$ cat src/rtl/bridge_mass_spring_step_defines.svh
// ---------------------------------------------------------------------------
// bridge_mass_spring_step_defines
// Assertion macros shared by the bridge mass-spring block. Under SYNTHESIS
// the macros expand to nothing.
// ---------------------------------------------------------------------------
`ifndef BRIDGE_MASS_SPRING_STEP_DEFINES_SVH
`define BRIDGE_MASS_SPRING_STEP_DEFINES_SVH
`ifndef SYNTHESIS
// same-cycle implication
`define BMS_ASSERT_IMP(label, clk, rst, ante, cons) \
  label: assert property (@(posedge clk) disable iff (rst) (ante) |-> (cons)) \
    else $error("bms assertion failed");
// next-cycle implication
`define BMS_ASSERT_NEXT(label, clk, rst, ante, cons) \
  label: assert property (@(posedge clk) disable iff (rst) (ante) |=> (cons)) \
    else $error("bms assertion failed");
`else
`define BMS_ASSERT_IMP(label, clk, rst, ante, cons)
`define BMS_ASSERT_NEXT(label, clk, rst, ante, cons)
`endif
`endif

$ cat src/rtl/bms_pkg.sv
// ---------------------------------------------------------------------------
// bms_pkg
// Types, constants and fixed-point helpers of the bridge mass-spring block.
// ---------------------------------------------------------------------------
package bms_pkg;

  // queue depth default
  localparam int QUEUE_DEPTH_DEF = 2;

  // configuration reset values, unsigned q16.16
  localparam logic [30:0] INV_MASS_RESET = 31'd437;
  localparam logic [30:0] STIFF_RESET    = 31'd393216;
  localparam logic [30:0] DAMP_RESET     = 31'd655360;

  // cycles from a register change to valid coefficients
  localparam int COEF_LATENCY = 2;

  // q16.16 constants at working width
  localparam logic signed [71:0] ONE_Q16 = 72'sd65536;
  localparam logic signed [71:0] TWO_Q16 = 72'sd131072;

  // configuration register indexes
  typedef enum logic [1:0] {
    REG_INVERSE_MASS     = 2'd0,
    REG_BRIDGE_STIFFNESS = 2'd1,
    REG_BRIDGE_DAMPING   = 2'd2
  } reg_index_t;

  // item kinds
  typedef enum logic {
    KIND_SPRING = 1'b0,
    KIND_TICK   = 1'b1
  } kind_t;

  // classified item as it travels through the queue
  typedef struct packed {
    kind_t              kind;
    logic signed [31:0] top_pos;
    logic signed [32:0] top_vel;
    logic signed [31:0] bottom_pos;
    logic signed [32:0] bottom_vel;
    logic [30:0]        stiffness;
    logic [30:0]        damping;
  } entry_t;

  // coefficients handed to the execute stage
  typedef struct packed {
    logic               ready;
    logic signed [31:0] a;
    logic signed [31:0] b;
    logic [30:0]        inv_mass;
  } coef_t;

  // q32 product to q16: magnitude rounded half up, sign kept
  function automatic logic signed [71:0] round_q16(input logic signed [71:0] p);
    logic signed [71:0] bias;
    bias = p[71] ? 72'sd32767 : 72'sd32768;
    return (p + bias) >>> 16;
  endfunction

  // saturate to 32-bit signed
  function automatic logic signed [31:0] sat32(input logic signed [71:0] v);
    logic signed [31:0] r;
    if (v > 72'sd2147483647) begin
      r = 32'sh7FFFFFFF;
    end else if (v < -72'sd2147483648) begin
      r = 32'sh80000000;
    end else begin
      r = $signed(v[31:0]);
    end
    return r;
  endfunction

endpackage

$ cat src/rtl/bms_front.sv
// ---------------------------------------------------------------------------
// bms_front
// Input stage: takes item transactions, decodes the operation and forms
// the string end velocities ahead of the queue.
// ---------------------------------------------------------------------------
module bms_front (
  input  logic               clk,
  input  logic               rst,
  input  logic               item_valid,
  output logic               item_ready,
  input  logic               operation,
  input  logic signed [31:0] top_pos,
  input  logic signed [31:0] top_prev,
  input  logic signed [31:0] bottom_pos,
  input  logic signed [31:0] bottom_prev,
  input  logic [30:0]        spring_stiffness,
  input  logic [30:0]        spring_damping,
  output bms_pkg::entry_t    ent,
  output logic               ent_valid,
  input  logic               ent_ready
);
  import bms_pkg::*;

  entry_t ent_next;

  // stage frees up when empty or when its entry moves on
  assign item_ready = !ent_valid || ent_ready;

  // classify the item
  always_comb begin
    ent_next = '0;
    if (operation) begin
      ent_next.kind = KIND_TICK;
    end else begin
      ent_next.kind       = KIND_SPRING;
      ent_next.top_pos    = top_pos;
      ent_next.top_vel    = {top_pos[31], top_pos} - {top_prev[31], top_prev};
      ent_next.bottom_pos = bottom_pos;
      ent_next.bottom_vel = {bottom_pos[31], bottom_pos} - {bottom_prev[31], bottom_prev};
      ent_next.stiffness  = spring_stiffness;
      ent_next.damping    = spring_damping;
    end
  end

  // stage valid
  always_ff @(posedge clk) begin
    if (rst) begin
      ent_valid <= 1'b0;
    end else if (item_ready) begin
      ent_valid <= item_valid;
    end
  end

  // stage payload
  always_ff @(posedge clk) begin
    if (item_valid && item_ready) begin
      ent <= ent_next;
    end
  end

endmodule

$ cat config.mk
export PLATFORM = sky130hd
export DESIGN_NAME = bms_front
export DESIGN_NICKNAME = d
export VERILOG_FILES = /design/src/rtl/bridge_mass_spring_step_defines.svh /design/src/rtl/bms_pkg.sv /design/src/rtl/bms_front.sv
export SDC_FILE = /design/constraint.sdc
export NUM_CORES = 1
export LEC_CHECK = 0
export ABC_AREA = 1
export ABC_CLOCK_PERIOD_IN_PS = 18900
export BUFFER_PORTS_ARGS = -buffer_cell sky130_fd_sc_hd__buf_2
export CAP_MARGIN = 20
export CELL_PAD_IN_SITES_DETAIL_PLACEMENT = 0
export CELL_PAD_IN_SITES_GLOBAL_PLACEMENT = 1
export CORE_UTILIZATION = 40
export DETAILED_ROUTE_END_ITERATION = 8
export GPL_TIMING_DRIVEN = 0
export PLACE_DENSITY = 0.85
export SYNTH_ARGS = -nofsm -noshare
export SYNTH_HDL_FRONTEND = slang
export SYNTH_SLANG_ARGS = --single-unit
$ cat constraint.sdc
create_clock -name clk -period 18.9 [get_ports clk]
set_input_delay 3.78 -clock clk [delete_from_list [all_inputs] [get_ports clk]]
set_output_delay 3.78 -clock clk [all_outputs]
set_load 0.05 [all_outputs]
Word level (Yosys, flattened, before mapping)
Cells that the tools add are included.
{"block": "totals", "reg_bits": 194, "inputBits": 195, "output_inout_bits": 195, "elab_cells": 14}
{"block": "op_classes", "addsub": 2, "muxes": 1, "n_reduce_logical": 3}
{"cell": "32-bit by 32-bit subtractor with 33-bit output", "n": 2}
{"cell": "1-bit logical AND", "n": 1}
{"cell": "1-bit logical NOT", "n": 1}
{"cell": "1-bit logical OR", "n": 1}
{"cell": "1-bit two-way mux", "n": 1}

Longest topological paths before layout
{"block": "depth", "word_depth": 3, "mapped_depth": 14, "ltp_nobuf": 14}

Least setup slack after synthesis
Ideal clock, no wire load.
{"block": "synth_timing", "path_kind": "input to register", "from": "input item_valid", "to": "register ent[0] (netlist name), enable pin", "setup_ns": 0.809, "arrival_ns": 13.089, "required_time_ns": 18.091, "setup_slack_ns": 5.002, "cell_stages": 2, "n_path_buf": 0, "path_cell_list": "inv_1 -> a21oi_1"}
{"block": "synth_via", "elab_chain_len": 1}
{"element": "from (decl)", "line_no": "bms_front.sv:9", "source": "input logic item_valid,"}
{"element": "1-bit logical AND", "line_no": "bms_front.sv:56", "source": "if (item_valid && item_ready) begin"}
{"element": "to (signal assigned)", "line_no": "bms_front.sv:57", "source": "ent <= ent_next;"}
{"element": "to (decl)", "line_no": "bms_front.sv:18", "source": "output bms_pkg::entry_t ent,"}
No other way between the ends.
A chain may end at the register's enable or synchronous reset.

Worst setup path in the final report
{"block": "layout_timing", "from": "input ent_ready", "to": "output item_ready"}
{"block": "layout_via", "elab_chain_len": 1}
{"element": "from (decl)", "line_no": "bms_front.sv:20", "source": "input logic ent_ready"}
{"element": "1-bit logical OR", "line_no": "bms_front.sv:27", "source": "assign item_ready = !ent_valid || ent_ready;"}
{"element": "to (decl)", "line_no": "bms_front.sv:10", "source": "output logic item_ready,"}
No other way between the ends.

==> results.py <==
metrics = {
    "outcome": {
        "outcome": "completed",
    },
    "clocking": {
        "cts_inserted_buffers": 17,
        "clk-insertion-delay-late_ps": 460,
        "cts-resized-gates": 0,
        "clockBufferDepth": 2,
        "cts_hold_buf": 0,
        "cts_max_level": 4,
        "cts_root_buf": "clkbuf_16",
        "cts_tree": "built",
        "clock_sinks": 194,
        "path_clk_slew_ps": 80,
        "cts_setup_buffers": 0,
    },
    "pwr": {
        "power_switching_mw": 0.472,
        "seq_power_share_pct": 41.3,
        "vdd_drop_max_uv": 60.7,
        "p_leak_nw": 8.74,
        "combinationalPowerShare_pct": 29.8,
        "p_clk_share_pct": 28.9,
        "p_int_mw": 0.789,
        "swShare_pct": 37.4,
        "p_per_area_mw_per_mm2": 80.2,
    },
    "critical_path": {
        "crit_type": "in -> out",
        "cp.arrival_ps": 4260,
        "setup.worst_path.end_class": "output pin",
        "worst_r2r_path_depth": 6,
        "cp.required_ps": 15120,
        "rr_endpoint": "ent[168]",
        "critPathMaxFanout": 2,
        "r2r-start": "ent_valid",
        "cp-start-kind": "input pin",
        "r2r_slack_ps": 16720,
    },
    "layout": {
        "area_growth_syn_to_layout_pct": 25.8,
        "layout-drive-gt1-share_pct": 24.5,
        "fin_area_sq_mm": 0.0157,
        "instances_no_fill": 2492,
        "fin_nets": 2342,
        "fillers": 3083,
    },
    "floorplanning": {
        "die_x_um": 179,
        "die_y_um": 179,
        "io_pins": 390,
        "core-area_sq_mm": 0.0307,
        "fp-row-count": 64,
        "dieArea_sq_mm": 0.0319,
        "start_util_pct": 40.7,
    },
    "synth": {
        "yosysTopAreaCellShare_pct": 46.4,
        "ys_seq_elements": 194,
        "synth.distinct_cells": 31,
        "synth_nets": 1926,
        "synth-edff-count": 193,
        "async_flop_share_pct": 0,
        "synth.most_common_cell": "nand2_1",
        "ys_warn_count": 0,
        "synth_ff_type": "edfxtp_1",
        "yosys.area.top_type": "edfxtp_1",
        "mappedNetlistArea_sq_mm": 0.0125,
        "synthTopCellsByArea": "edfxtp_1 (46%), nand2_1 (13%), inv_1 (13%)",
        "synth_commonest_cells": "nand2_1 (436), inv_1 (419), nor2_1 (234)",
        "syn_area_per_cell_sq_um": 7.50,
        "synthCells": 1665,
        "synth-seq-area-share_pct": 46.5,
    },
    "timing": {
        "slew_headroom_pct": 48.9,
        "fin_crit_sh_pct": 42.6,
        "hold_viol": 0,
        "tns_ps": 0,
        "fin_crit_ps": 8040,
        "grt_setup_unrepaired": "no",
        "skew_ps": 11.2,
        "setup_ws_ps": 10860,
        "setup_violations": 0,
        "max_freq_mhz": 124,
        "final-max-slew-violation-count": 0,
        "worst_pin_slew_ps": 766,
    },
    "detailed_routing": {
        "via_per_inst": 4.58,
        "drtPass1Iterations": 6,
        "vias": 11409,
        "wl_per_cell_um": 15.0,
        "dr.first_iter.drc_count": 713,
        "drc": 0,
        "postRouteAntennaNets": 0,
        "routed_wl_mm": 37.5,
    },
    "placed_design": {
        "io_buffers": 389,
        "gp_congestion": 0.938,
        "placed_cells": 2458,
        "placed_cell_area_sq_mm": 0.0151,
        "hpwl_mm": 30.7,
        "dpl_worst_slack_ps": 10850,
    },
    "min_path": {
        "min_path_type": "reg -> reg",
        "hold_start": "ent_valid",
        "min_path_cells": 2,
        "holdPathEnd": "ent_valid",
    },
    "global_routing": {
        "antenna_found_initial": 2,
        "grt_pass1_wl_mm": 55.6,
        "grt-ovfl-total": 0,
        "track_usage_pct": 23.1,
        "first_global_vias": 10599,
        "grt_max_degree": 32,
    },
    "flow_run": {
        "drv_cap": 0,
    },
}
## worst max-delay path by stage
stage	to	slack (ps)	startpoint	cells past startpoint
after floorplan	ent[0]	5000	item_valid	2
after CTS	item_ready	10850	ent_ready	4
after global routing	item_ready	10810	ent_ready	4
after detailed placement	item_ready	10850	ent_ready	4
after global placement	ent[161]	810	item_valid	3
final	item_ready	10860	ent_ready	4
## flip-flops by register name (all words and copies together) (netlist names)
| signal | count |
|---|---|
| ent_valid | 1 |
| ent | 193 |
## power by group through the flow
stage | sequential [mW] | clock (mW) | combinational, mW
after floorplan | 0.650 | 0 | 0.152
after global placement | 0.542 | 0 | 0.366
after detailed placement | 0.530 | 0 | 0.376
after CTS | 0.521 | 0.372 | 0.377
after global routing | 0.523 | 0.385 | 0.411
final | 0.520 | 0.364 | 0.376
## layer usage
layer	share of wire [%]	GRT usage, %
met4	2.4	8.23
met1	44	29.6
met2	48	39.2
met5	0	0
met3	5.6	3.67
## per-stage QoR
step	hold WS (ps)	util [%]	power (mW)
after floorplan	1070	-	0.802
after global placement	478	48.7	0.909
after detailed placement	530	49.4	0.906
after CTS	543	51.2	1.27
after global routing	576	51.2	1.32
final	536	51.2	1.26
## placed cells by master (no fill, tap or decap), drive strengths merged, types with 2 or more instances in the layout
master,count
edfxtp,193
nor3,16
and3,2
nor2,252
o21ai,25
diode,2
fa,2
a21o,2
o21bai,8
nand2,467
buf,403
a21oi,88
nand4,12
nand3,54
inv,442
clkbuf,33
and2,20
or2,2
ha,64
clkinv,7
## cell families after synthesis
kind of cell               after synthesis  synth area share (%)
buffers and inverters                  456                  13.9
AOI/OAI and AO/OA                      124                  5.25
DFF                                    194                  46.5
adders and majority gates               66                  6.73
and+or+nand+nor                        825                  27.6
## area by class of cell
cell class                 instances  area [sq um]  area share, %
clock buffer                      18           429           2.73
timing repair buffer             397          2140           13.6
buffer                            21          98.8          0.629
multi-input combinational       1015          4960           31.6
sequential                       194          5820           37.0
inverter                         435          1630           10.4
antenna                            2          5.00         0.0318
clock inverter                    14           136          0.868
tap                              396           495           3.15
## worst max-delay path, stage by stage
cell,delay (ps)
buf_2,100
inv_1,90
nand2_1,80
buf_2,210
Note: power is estimated with default switching activity, not from simulation.
