===== src/rtl/bridge_mass_spring_step_defines.svh =====
// ---------------------------------------------------------------------------
// bridge_mass_spring_step_defines
// Assertion macros shared by the bridge mass-spring block. Under SYNTHESIS
// the macros expand to nothing.
// ---------------------------------------------------------------------------
`ifndef BRIDGE_MASS_SPRING_STEP_DEFINES_SVH
`define BRIDGE_MASS_SPRING_STEP_DEFINES_SVH
`ifndef SYNTHESIS
// same-cycle implication
`define BMS_ASSERT_IMP(label, clk, rst, ante, cons) \
  label: assert property (@(posedge clk) disable iff (rst) (ante) |-> (cons)) \
    else $error("bms assertion failed");
// next-cycle implication
`define BMS_ASSERT_NEXT(label, clk, rst, ante, cons) \
  label: assert property (@(posedge clk) disable iff (rst) (ante) |=> (cons)) \
    else $error("bms assertion failed");
`else
`define BMS_ASSERT_IMP(label, clk, rst, ante, cons)
`define BMS_ASSERT_NEXT(label, clk, rst, ante, cons)
`endif
`endif


===== src/rtl/bms_pkg.sv =====
// ---------------------------------------------------------------------------
// bms_pkg
// Types, constants and fixed-point helpers of the bridge mass-spring block.
// ---------------------------------------------------------------------------
package bms_pkg;

  // queue depth default
  localparam int QUEUE_DEPTH_DEF = 2;

  // configuration reset values, unsigned q16.16
  localparam logic [30:0] INV_MASS_RESET = 31'd437;
  localparam logic [30:0] STIFF_RESET    = 31'd393216;
  localparam logic [30:0] DAMP_RESET     = 31'd655360;

  // cycles from a register change to valid coefficients
  localparam int COEF_LATENCY = 2;

  // q16.16 constants at working width
  localparam logic signed [71:0] ONE_Q16 = 72'sd65536;
  localparam logic signed [71:0] TWO_Q16 = 72'sd131072;

  // configuration register indexes
  typedef enum logic [1:0] {
    REG_INVERSE_MASS     = 2'd0,
    REG_BRIDGE_STIFFNESS = 2'd1,
    REG_BRIDGE_DAMPING   = 2'd2
  } reg_index_t;

  // item kinds
  typedef enum logic {
    KIND_SPRING = 1'b0,
    KIND_TICK   = 1'b1
  } kind_t;

  // classified item as it travels through the queue
  typedef struct packed {
    kind_t              kind;
    logic signed [31:0] top_pos;
    logic signed [32:0] top_vel;
    logic signed [31:0] bottom_pos;
    logic signed [32:0] bottom_vel;
    logic [30:0]        stiffness;
    logic [30:0]        damping;
  } entry_t;

  // coefficients handed to the execute stage
  typedef struct packed {
    logic               ready;
    logic signed [31:0] a;
    logic signed [31:0] b;
    logic [30:0]        inv_mass;
  } coef_t;

  // q32 product to q16: magnitude rounded half up, sign kept
  function automatic logic signed [71:0] round_q16(input logic signed [71:0] p);
    logic signed [71:0] bias;
    bias = p[71] ? 72'sd32767 : 72'sd32768;
    return (p + bias) >>> 16;
  endfunction

  // saturate to 32-bit signed
  function automatic logic signed [31:0] sat32(input logic signed [71:0] v);
    logic signed [31:0] r;
    if (v > 72'sd2147483647) begin
      r = 32'sh7FFFFFFF;
    end else if (v < -72'sd2147483648) begin
      r = 32'sh80000000;
    end else begin
      r = $signed(v[31:0]);
    end
    return r;
  endfunction

endpackage


===== src/rtl/bms_queue.sv =====
// ---------------------------------------------------------------------------
// bms_queue
// Short queue between the input stage and the execute stage.
// ---------------------------------------------------------------------------
module bms_queue #(
  parameter int DEPTH = bms_pkg::QUEUE_DEPTH_DEF
) (
  input  logic            clk,
  input  logic            rst,
  input  bms_pkg::entry_t in_data,
  input  logic            in_valid,
  output logic            in_ready,
  output bms_pkg::entry_t out_data,
  output logic            out_valid,
  input  logic            out_ready
);
  import bms_pkg::*;

  localparam int PTR_W = $clog2(DEPTH);
  localparam int CNT_W = $clog2(DEPTH + 1);
  localparam logic [PTR_W-1:0] LAST = PTR_W'(DEPTH - 1);
  localparam logic [CNT_W-1:0] FULL = CNT_W'(DEPTH);

  entry_t           slots [DEPTH];
  logic [PTR_W-1:0] wr_ptr;
  logic [PTR_W-1:0] rd_ptr;
  logic [CNT_W-1:0] count;
  logic             push;
  logic             pop;

  assign in_ready  = count != FULL;
  assign out_valid = count != '0;
  assign push      = in_valid && in_ready;
  assign pop       = out_valid && out_ready;
  assign out_data  = slots[rd_ptr];

  // pointers and fill count
  always_ff @(posedge clk) begin
    if (rst) begin
      wr_ptr <= '0;
      rd_ptr <= '0;
      count  <= '0;
    end else begin
      if (push) begin
        wr_ptr <= (wr_ptr == LAST) ? '0 : wr_ptr + 1'b1;
      end
      if (pop) begin
        rd_ptr <= (rd_ptr == LAST) ? '0 : rd_ptr + 1'b1;
      end
      if (push && !pop) begin
        count <= count + 1'b1;
      end else if (pop && !push) begin
        count <= count - 1'b1;
      end
    end
  end

  // entry storage
  always_ff @(posedge clk) begin
    if (push) begin
      slots[wr_ptr] <= in_data;
    end
  end

endmodule


===== config.mk =====
export PLATFORM = sky130hd
export DESIGN_NAME = bms_queue
export DESIGN_NICKNAME = d
export VERILOG_FILES = /design/src/rtl/bridge_mass_spring_step_defines.svh /design/src/rtl/bms_pkg.sv /design/src/rtl/bms_queue.sv
export SDC_FILE = /design/constraint.sdc
export NUM_CORES = 1
export LEC_CHECK = 0
export BUFFER_PORTS_ARGS = -buffer_cell sky130_fd_sc_hd__buf_2
export CAP_MARGIN = 0
export CORE_MARGIN = 4
export CORE_UTILIZATION = 35
export CTS_CLUSTER_SIZE = 24
export DETAILED_ROUTE_END_ITERATION = 10
export HOLD_SLACK_MARGIN = 0.08
export PLACE_DENSITY = 0.58
export SYNTH_ARGS = -nofsm -noshare
export SYNTH_HDL_FRONTEND = slang
export SYNTH_SLANG_ARGS = --single-unit
export TNS_END_PERCENT = 1

===== constraint.sdc =====
create_clock -name clk -period 17.1 [get_ports clk]
set_clock_uncertainty 0.15 [all_clocks]
set_input_delay 0.855 -clock clk [delete_from_list [all_inputs] [get_ports clk]]
set_output_delay 0.855 -clock clk [all_outputs]
set_load 0.01 [all_outputs]

* Yosys cells after proc, flatten, opt, wreduce, memory -nomap -nowiden
Memory sizes are Yosys's and may differ from the RTL's. A register that Yosys moved wholly into a read port is not among the register bits. Cells that the tools add are included.
Cells by class: bitwise operators 0, equality and inequality tests 1, $add $sub $neg 4, muxes and demuxes 8, reduce and logical (&&, ||, !) cells 8, shift-type cells 0, divide/modulo/power cells 0, multipliers 0, order comparisons 0
Operators by type and width (count):
- two-way mux 1 bit | 6
- logical AND 1 bit | 4
- two-way mux 2 bit | 2
- nonzero test 2 bit | 2
- adder 1 bit (second input constant) | 2
- adder 2 x 1 -> 2 bit (second input constant) | 1
- logical NOT 1 bit | 2
- != test 2 bit (second input constant) | 1
- subtractor 2 x 1 -> 2 bit (second input constant) | 1
Word-level totals: memories 1, RAM bits 386, memory bits (read-only) 0, bits in registers 4, latch bits 0
Memories:
- slots | words 2, width 193, rd ports 1, clocked after Yosys merged registers in 1, wr ports 1, line bms_queue.sv:24 | entry_t slots [DEPTH];

* Logic depth before layout (Yosys ltp)
Gate-level depths: netlist (run 1).
word-level depth 6, gate-level depth with buffers 6, depth with buffers taken out 6

* Worst setup path after synthesis (run 1)
No wires, ideal clock.
path type input to register, start point input port in_valid, end point memory slots[1][0] (netlist bit) (enable), arrival time 5316 ps, buffers on the path 0, library setup time 578 ps, data required time 16372 ps, stages on the path 1, setup slack 11056 ps, cell sequence and3_1
Between the ends: longest elaborated chain between the ends 3
RTL lines:
- start, declared | line bms_queue.sv:11 | input logic in_valid,
- logical AND 1 bit | line bms_queue.sv:33 | assign push = in_valid && in_ready;
- two-way mux 1 bit | line bms_queue.sv:60 | if (push) begin
- two-way mux 1 bit (implied by the code) | line bms_queue.sv:61 | slots[wr_ptr] <= in_data;
- end, declared | line bms_queue.sv:24
Every way passes these cells.

==> impl_metrics.ini, run 1 <==
[detailed_routing]
drt_iter0_markers = 287
antenna_left = 0
first_pass_iters = 4
via_count = 7229
avgViaCountPerCell = 4.510
drc = 0
wl_per_cell_microns = 19.13
drt-total-wl_mm = 30.67

[sta]
post-route-period-util_pct = 23.17
tightestPinTransition_ns = 1.031
relSlewSlack_pct = 31.24
finalSetupViolations = 0
slew_viol_final = 0
tns_ns = 0
hold_viol = 0
grt_setup_unrepaired = false
holdWs_ns = 0.3469
period_minus_slack_ns = 3.962
fmax_ghz = 0.2524

[global_routing]
grt_start_max_net_pins = 131
antenna_found_initial = 4
grt_pass1_wl_mm = 45.39
grt.overflow.total = 0
grt_pass1_vias = 7644
track_usage_pct = 13.37

[yosys]
synthAdderAreaFrac_pct = 0.08809
yosys_register_bits = 391
synth-simple-area-share_pct = 0.3524
yosysMostFrequentCell = edfxtp_1
ys.flop_type = edfxtp_1
synthesis.area_sq_mm = 0.01420
synth_area_leaders = edfxtp_1 82%, mux2_2 15%, buf_6 1.3%
muxShareOfSynthArea_pct = 15.30
synth_compound_area_share_pct = 0.2114
syn_avg_cell_area_sq_um = 22.76
synth_top_family_by_area = multiplexers
async_flop_share_pct = 0
synthCells = 624
synth_xor_area_share_pct = 0.1850
synth_commonest_cells = 386 x edfxtp_1, 193 x mux2_2, 17 x buf_6, 5 x dfxtp_1
synth_nets = 822
ys_seq_area_share_pct = 82.31
yosys_warnings = 0
synth_top_cell_area_share_pct = 81.61
synth.distinct_cells = 19
yosys.area.top_type = edfxtp_1
synth_edf_count = 386

[setup_path]
worstPathRequired_ns = 16.10
critPathCaptureType = primary output
worst-setup-path-type = flip-flop to primary output
cp-start-kind = flip-flop
crit_fanout = 71
cp.arrival_ns = 2.96
r2r_start = count[0]

[clock_tree]
cts.sinks = 391
root_buffer = clkbuf_16
cts_tree = built
numCtsBuffers = 42
clk_path_buf_depth = 3
post-cts-setup-buffer-count = 0
clkSlewWorstSetupHoldPaths_ns = 0.06
h-tree-depth = 2
clock_latency_ns = 0.54
ctsHoldBuffers = 0
cts.repair.resized = 0

[floorplan]
num_rows = 73
core_sq_mm = 0.03991
dieWidth_microns = 209.5
dieArea_sq_mm = 0.04387
fp.dieH_microns = 209.5
start_util_pct = 35.59
pin_count = 392

[cells_and_area]
synthToLayoutAreaGrowth_pct = 27.20
fin_nets = 1241
fin_util_pct = 45.27
drive_gt1_share_pct = 60.74
n_fill_cell = 3513

[power_and_ir_drop]
finalPower_uw = 2754
irDropWorstVdd_mv = 0.1082
leakage_uw = 0.006651
pwr_density_cell_mw_per_mm2 = 152.4

[placement]
dp.final_hpwl_mm = 19.89
routabilityCongestion = 0.7596
port_buffers = 391

[flow_run]
maxCapViolCount = 0

[hold_path]
min_from = in_data[128]
worst_hold_path_type = primary input to flip-flop

[outcome]
status = complete, no violations
kinds of logic (layout without fill, tap and decap cells):
group / after synthesis / count (layout)
multiplexers: 193 / 193
buffers and inverters: 22 / 473
other: 0 / 3
flip-flops: 391 / 391
AND/OR/NAND/NOR: 9 / 9
adder cells (fa/ha/maj): 1 / 1
XOR/XNOR: 3 / 3
AO/OA/AOI/OAI: 5 / 5
cell type report:
cell class / instances / area (sq um) / area share, %
clock buffer: 58 / 1162 / 6.434
tap: 525 / 656.9 / 3.636
inverter: 1 / 11.26 / 0.06233
antenna: 3 / 7.507 / 0.04155
multi-input combinational: 211 / 2297 / 12.71
sequential: 391 / 11700 / 64.73
clock inverter: 18 / 242.7 / 1.343
timing repair buffer: 396 / 1994 / 11.04
metrics by stage:
step | instances | worst slack, ns | area, sq um
global placement | 1524 | 13.58 | 16650
floorplan | 624 | 11.06 | 14200
finish | 1603 | 13.14 | 18070
CTS | 1600 | 13.02 | 18060
detailed placement | 1524 | 13.63 | 16650
global route | 1600 | 12.93 | 18060
worst max-delay path: stages (launching register included):
cell	delay, ns
dfxtp_4	0.89
buf_4	0.87
mux2_2	0.43
buf_2	0.14
routing by layer:
metal | part of all wire (%) | track usage (%) | vias to the layer above
met5 | 0.072 | 0 | -
met4 | 2.5 | 4.703 | 4
met3 | 8.5 | 4.694 | 53
met2 | 49 | 22.47 | 262
met1 | 40 | 16.05 | 3564
li1 | - | - | 3346
sequential cells by signal, indices dropped and copies added, names as in the netlist, named ones only:
name    count
count       2
rd_ptr      1
wr_ptr      1
slots     386
cells in the final DEF (no fill, tap or decap), types with 2 or more instances in the layout:
cell type and count:
a21oi_1 2, buf_2 391, buf_4 5, bufinv_16 6, clkbuf_1 12, clkbuf_16 43
clkbuf_8 3, clkinv_1 5, clkinv_2 4, clkinvlp_4 2, dfxtp_1 4, diode_2 3
edfxtp_1 386, mux2_2 193, nor2_1 3, o21ai_0 2, xor2_1 3
final timing paths:
kind                    to  slack, ns  cells after the start
max reg2reg   slots[0][23]      14.10                      4
min          slots[0][128]       0.35                      1
max           out_data[22]      13.14                      3
min reg2reg         rd_ptr       0.36                      2
report_power, final:
group	internal (uW)	switching, uW	leakage (uW)	total, uW
clock network	565	354	0.000679	919
logic	271	321	0.00233	592
registers	1200	43.8	0.00365	1240
total	2040	719	0.00665	2750
(Power assumes the default switching activity.)
==> run 2: changes to the inputs <==
--- a/config.mk
+++ b/config.mk
@@ -5,6 +5,7 @@
 export SDC_FILE = /design/constraint.sdc
 export NUM_CORES = 1
 export LEC_CHECK = 0
+export ABC_AREA = 1
 export BUFFER_PORTS_ARGS = -buffer_cell sky130_fd_sc_hd__buf_2
 export CAP_MARGIN = 0
 export CORE_MARGIN = 4
==> constraint.sdc (replaced) <==
create_clock -name clk -period 4 [get_ports clk]
set_clock_uncertainty 0.15 [all_clocks]
set_input_delay 0.2 -clock clk [delete_from_list [all_inputs] [get_ports clk]]
set_output_delay 0.2 -clock clk [all_outputs]
set_load 0.01 [all_outputs]
==> run 2 against run 1 <==
Non-clock buffer count up 202. Design area is 11% higher. Largest cell class unchanged. Sequential share of layout area decreased by 6.4 points. Setup slack got worse by 12 ns. Core utilization up 4.9 points. Largest power group unchanged. Wire length increased by 3.9%. Die area rose by 0.11%. Via count increased by 12%. Critical path depth unchanged. Clock-buffer cell count fell by 11. Flip-flop and latch count unchanged. First-iteration DRC count grew 18%.
==> impl_metrics.ini, run 2 <==
[detailed_routing]
drc = 0
avgViaCountPerCell = 4.463
antenna_left = 0
wl_per_cell_microns = 17.63
first_pass_iters = 5
drt_iter0_markers = 338
via_count = 8070
drt-total-wl_mm = 31.87

[power_and_ir_drop]
pwr_density_cell_mw_per_mm2 = 577.6
power_frac_clock_pct = 31.3
switching_share_pct = 25.90
pwr-share-seq_pct = 46.2
power_switching_uw = 2997
leakage_uw = 0.007497
p_int_uw = 8575
irDropWorstVdd_mv = 0.3866
p_comb_share_pct = 22.5

[floorplan]
fp.dieH_microns = 209.6
dieArea_sq_mm = 0.04392
pin_count = 392
dieWidth_microns = 209.6
start_util_pct = 35.63
core_sq_mm = 0.03991
num_rows = 73

[clock_tree]
post-cts-setup-buffer-count = 0
clkSlewWorstSetupHoldPaths_ns = 0.06
cts_tree = built
cts.sinks = 391
h-tree-depth = 2
cts.repair.resized = 0
clock_latency_ns = 0.53
clk_path_buf_depth = 3
numCtsBuffers = 41
root_buffer = clkbuf_16

[hold_path]
hold_path_depth = 2
worst_hold_path_type = primary input to flip-flop
min_from = in_data[78]
min_to = slots[1][78]

[setup_path]
critPathCaptureType = primary output
cp.arrival_ns = 2.30
r2r_start = count[0]
crit_fanout = 40
worst_r2r_path_depth = 5
worst-setup-path-type = flip-flop to primary output
worstPathRequired_ns = 3.65
reg2reg_slack_ns = 1.85
cp-start-kind = flip-flop
r2r_end = slots[0][41]

[sta]
relSlewSlack_pct = 47.24
tightestPinTransition_ns = 0.7914
period_minus_slack_ns = 2.652
fmax_ghz = 0.3771
finalSetupViolations = 0
tns_ns = 0
slew_viol_final = 0
holdWs_ns = 0.2434
finalWorstSetupSlack_ns = 1.348
post-route-period-util_pct = 66.30
grt_setup_unrepaired = false
hold_viol = 0

[flow_run]
maxCapViolCount = 0

[global_routing]
grt.overflow.total = 0
grt_start_max_net_pins = 119
antenna_found_initial = 1
track_usage_pct = 14.00
grt_pass1_wl_mm = 48.51
grt_pass1_vias = 8754

[cells_and_area]
final-seq-area_sq_mm = 0.01170
n_antenna_cell = 0
final_cells = 1808
n_fill_cell = 3332
top_regs = slots (386), count (2)
layout_common_cells = 391 x buf_2, 386 x edfxtp_1, 197 x dlygate4sd3_1
final_common_cell = buf_2
synthToLayoutAreaGrowth_pct = 40.88
drive_gt1_share_pct = 50.82
fin_nets = 1455
multi_input_area_sq_mm = 0.002312
top_register = slots
final_area_sq_mm = 0.02003
largest_reg_flops = 386

[yosys]
synth_top_cell_area_share_pct = 81.51
syn_avg_cell_area_sq_um = 22.32
synthesis.area_sq_mm = 0.01422
synth.distinct_cells = 14
yosys_register_bits = 391
synth_edf_count = 386
yosys_warnings = 0
ys.flop_type = edfxtp_1
yosys.area.top_type = edfxtp_1
yosysMostFrequentCell = edfxtp_1
ys_seq_area_share_pct = 82.22
async_flop_share_pct = 0
synthCells = 637
synth_nets = 835
synth_commonest_cells = 386 x edfxtp_1, 193 x mux2_2, 17 x buf_6, 9 x nand2_1, 8 x inv_1
synth_area_leaders = edfxtp_1 82%, mux2_2 15%, buf_6 1.3%

[placement]
place_ws_ns = 1.829
dp.final_hpwl_mm = 20.09
place_area_sq_mm = 0.01679
placed_cells = 1542
port_buffers = 391
routabilityCongestion = 0.7770

[outcome]
status = complete, no violations
run 2: cell types whose count changed in the layout (fill, tap and decap cells not counted), sizes merged, moves of 5 or more:
cell / before / now
nand2: 0 / 9
clkbuf: 58 / 47
inv: 2 / 8
buf: 396 / 401
clkinv: 9 / 16
dlygate4sd3: 0 / 197
run 2: layout make-up:
cell class | count | area share, %
clock buffer | 47 | 5.234
inverter | 8 | 0.1499
multi-input combinational | 217 | 11.54
sequential | 391 | 58.38
timing repair buffer | 598 | 20.30
tap | 525 | 3.279
clock inverter | 22 | 1.118
run 2: per-stage QoR:
| step | power [uW] | util [%] |
|---|---|---|
| after floorplan | 6960 | - |
| after global placement | 7905 | 42.06 |
| after detailed placement | 7925 | 42.06 |
| after CTS | 11770 | 50.19 |
| after global routing | 12150 | 50.19 |
| final | 11570 | 50.19 |
run 2: how the worst max path moves through the flow:
stage | cells past startpoint | startpoint | end
floorplan | 4 | count[0] | slots[0][0]
global placement | 5 | count[0] | slots[0][35]
detailed placement | 5 | count[0] | slots[0][0]
CTS | 3 | flip-flop | out_data[175]
global route | 3 | flip-flop | out_data[11]
finish | 3 | flip-flop | out_data[175]
run 2: cells by family (layout without fill, tap and decap cells):
family / count (synthesis) / after routing / synth area share, %
flip-flops: 391 / 391 / 82.22
multiplexers: 193 / 193 / 15.28
buffers and inverters: 29 / 675 / 1.733
AND/OR/NAND/NOR: 19 / 19 / 0.5368
AO/OA/AOI/OAI: 4 / 4 / 0.1408
adder cells (fa/ha/maj): 1 / 1 / 0.08798
run 2: layer usage:
layer / vias to the layer above / share of wire, % / GRT usage (%)
met5: - / 0.041 / 0
met4: 2 / 2.7 / 4.905
met3: 56 / 7.6 / 4.335
met2: 269 / 49 / 23.68
met1: 3969 / 40 / 17.08
li1: 3774 / - / -
run 2: timing repair:
| action | CTS | global route |
|---|---|---|
| hold buffers | 197 | 0 |
| endpoints found under the hold margin | 405 | 0 |
| endpoints found under the setup margin | 0 | 0 |
run 2: power groups by stage:
stage | combinational, uW | sequential [uW] | clock (uW)
after detailed placement | 2490 | 5430 | 0
after global placement | 2500 | 5410 | 0
after global routing | 2820 | 5390 | 3940
after floorplan | 1560 | 5400 | 0
final | 2610 | 5340 | 3620
after CTS | 2670 | 5350 | 3760
run 2: critical path: stages (launching register included):
cell     delay [ns]
dfxtp_4        0.76
buf_4          0.46
mux2_2         0.39
buf_2          0.14
==> run 3: changes to the inputs <==
==> constraint.sdc (replaced) <==
create_clock -name clk -period 2.7 [get_ports clk]
set_clock_uncertainty 0.15 [all_clocks]
set_input_delay 0.135 -clock clk [delete_from_list [all_inputs] [get_ports clk]]
set_output_delay 0.135 -clock clk [all_outputs]
set_load 0.01 [all_outputs]
==> run 3 against run 2 <==
Core utilization shrank 0.12 points. Wire length grew 2.8%. Sequential power grew 48%. Via count shrank 0.22%. Final cell count grew 0.22%. Critical path type unchanged. Critical endpoint is now out_data[18]. Largest cell class unchanged.
==> impl_metrics.ini, run 3 (synthesized netlist as in run 2, its figures left out) <==
[outcome]
status = complete, no violations

[setup_path]
cp-start-kind = flip-flop
critPathCaptureType = primary output
cp.arrival_ns = 2.10
worstPathRequired_ns = 2.41
crit_fanout = 54
worst-setup-path-type = flip-flop to primary output

[detailed_routing]
drt_iter0_markers = 289
drc = 0
avgViaCountPerCell = 4.444
wl_met1_mm = 13.17
wl_met3_mm = 2.478
met2WireLength_mm = 16.21
top_layer_used = met4
first_pass_iters = 4
antenna_left = 0
wl_per_cell_microns = 18.09
drt-total-wl_mm = 32.77
via_count = 8052

[sta]
grt_setup_unrepaired = false
relSlewSlack_pct = 54.51
slew_viol_final = 0
fmax_ghz = 0.4197
period_minus_slack_ns = 2.383
tns_ns = 0
finalWorstSetupSlack_ns = 0.3173
hold_viol = 0
finalSetupViolations = 0
tightestPinTransition_ns = 0.6823
post-route-period-util_pct = 88.25

[clock_tree]
clk_path_buf_depth = 3
cts.repair.resized = 0
numCtsBuffers = 41
cts_tree = built
root_buffer = clkbuf_16
clkSlewWorstSetupHoldPaths_ns = 0.06
cts.sinks = 391
clock_latency_ns = 0.53
h-tree-depth = 2

[power_and_ir_drop]
p_int_uw = 12400
p_comb_share_pct = 23.2
irDropWorstVdd_mv = 0.5696
switching_share_pct = 26.57
power_switching_uw = 4485
pwr-share-seq_pct = 46.8
pwr_density_cell_mw_per_mm2 = 844.6
leakage_uw = 0.007465
power_frac_clock_pct = 29.9

[cells_and_area]
final_common_cell = buf_2
top_regs = slots (386), count (2)
n_fill_cell = 3351
fin_nets = 1455
synthToLayoutAreaGrowth_pct = 40.55
layout_common_cells = 391 x buf_2, 386 x edfxtp_1, 197 x dlygate4sd3_1
largest_reg_flops = 386
multi_input_area_sq_mm = 0.002312
final-seq-area_sq_mm = 0.01170
final_cells = 1812
drive_gt1_share_pct = 50.54
top_register = slots

[hold_path]
worst_hold_path_type = primary input to flip-flop

[floorplan]
start_util_pct = 35.63
fp.dieH_microns = 209.6
pin_count = 392
dieWidth_microns = 209.6
core_sq_mm = 0.03991
dieArea_sq_mm = 0.04392
num_rows = 73

[global_routing]
grt_pass1_wl_mm = 49.71
antenna_found_initial = 1
grt_start_max_net_pins = 80
track_usage_pct = 14.42
grt_pass1_vias = 8863
grt.overflow.total = 0

[flow_run]
maxCapViolCount = 0

[placement]
place_ws_ns = 0.8533
placed_cells = 1542
routabilityCongestion = 0.7856
port_buffers = 391
dp.final_hpwl_mm = 20.89
run 3: final timing paths:
path	start	end	slack [ns]	cells past startpoint
hold / removal	in_data[113]	slots[1][113]	0.17	2
setup reg to reg	count[0]	slots[1][94]	0.86	5
hold reg to reg	rd_ptr	flip-flop	0.35	2
setup / recovery	flip-flop	out_data[18]	0.32	3
run 3: power groups by stage:
stage | sequential, uW | clock [uW] | combinational, uW
3_5_place_dp | 8040 | 0 | 3730
3_3_place_gp | 8010 | 0 | 3720
5_1_grt | 7970 | 5510 | 4230
4_1_cts | 7910 | 5250 | 3990
6_report | 7910 | 5050 | 3920
2_1_floorplan | 8000 | 0 | 2320
run 3: per-stage QoR:
| stage | cell area [sq um] | power, uW | hold slack (ns) | utilization (%) |
|---|---|---|---|---|
| floorplan | 14250 | 10310 | 0.08387 | - |
| global placement | 16830 | 11730 | 0.1726 | 42.16 |
| detailed placement | 16830 | 11760 | 0.1764 | 42.16 |
| CTS | 19980 | 17160 | 0.1265 | 50.07 |
| global route | 19990 | 17710 | 0.1466 | 50.07 |
| finish | 19990 | 16880 | 0.1670 | 50.07 |
run 3: area by class of cell:
| cell class | count | share of cell area (%) |
|---|---|---|
| flip-flops and latches | 391 | 58.52 |
| repair buffers | 598 | 20.53 |
| multi-input cells | 217 | 11.57 |
| clock buffers | 57 | 5.434 |
| well taps | 525 | 3.287 |
| clock inverters | 15 | 0.4946 |
| inverters | 8 | 0.1502 |
| diodes | 1 | 0.01252 |
run 3: repair_timing:
action / CTS / global route
hold buffers: 197 / 0
buffers inserted: 0 / 0
endpoints found under the hold margin: 391 / 0
run 3: per-layer routing:
layer	vias to the layer above	track usage (%)
li1	3774	-
met1	3956	17.48
met2	269	24.24
met3	53	4.574
met4	0	5.401
met5	-	0
run 3: worst max-delay path, stage by stage (launching register included):
cell and delay, ns:
dfxtp_4 0.58, buf_12 0.32, mux2_2 0.42, buf_2 0.15
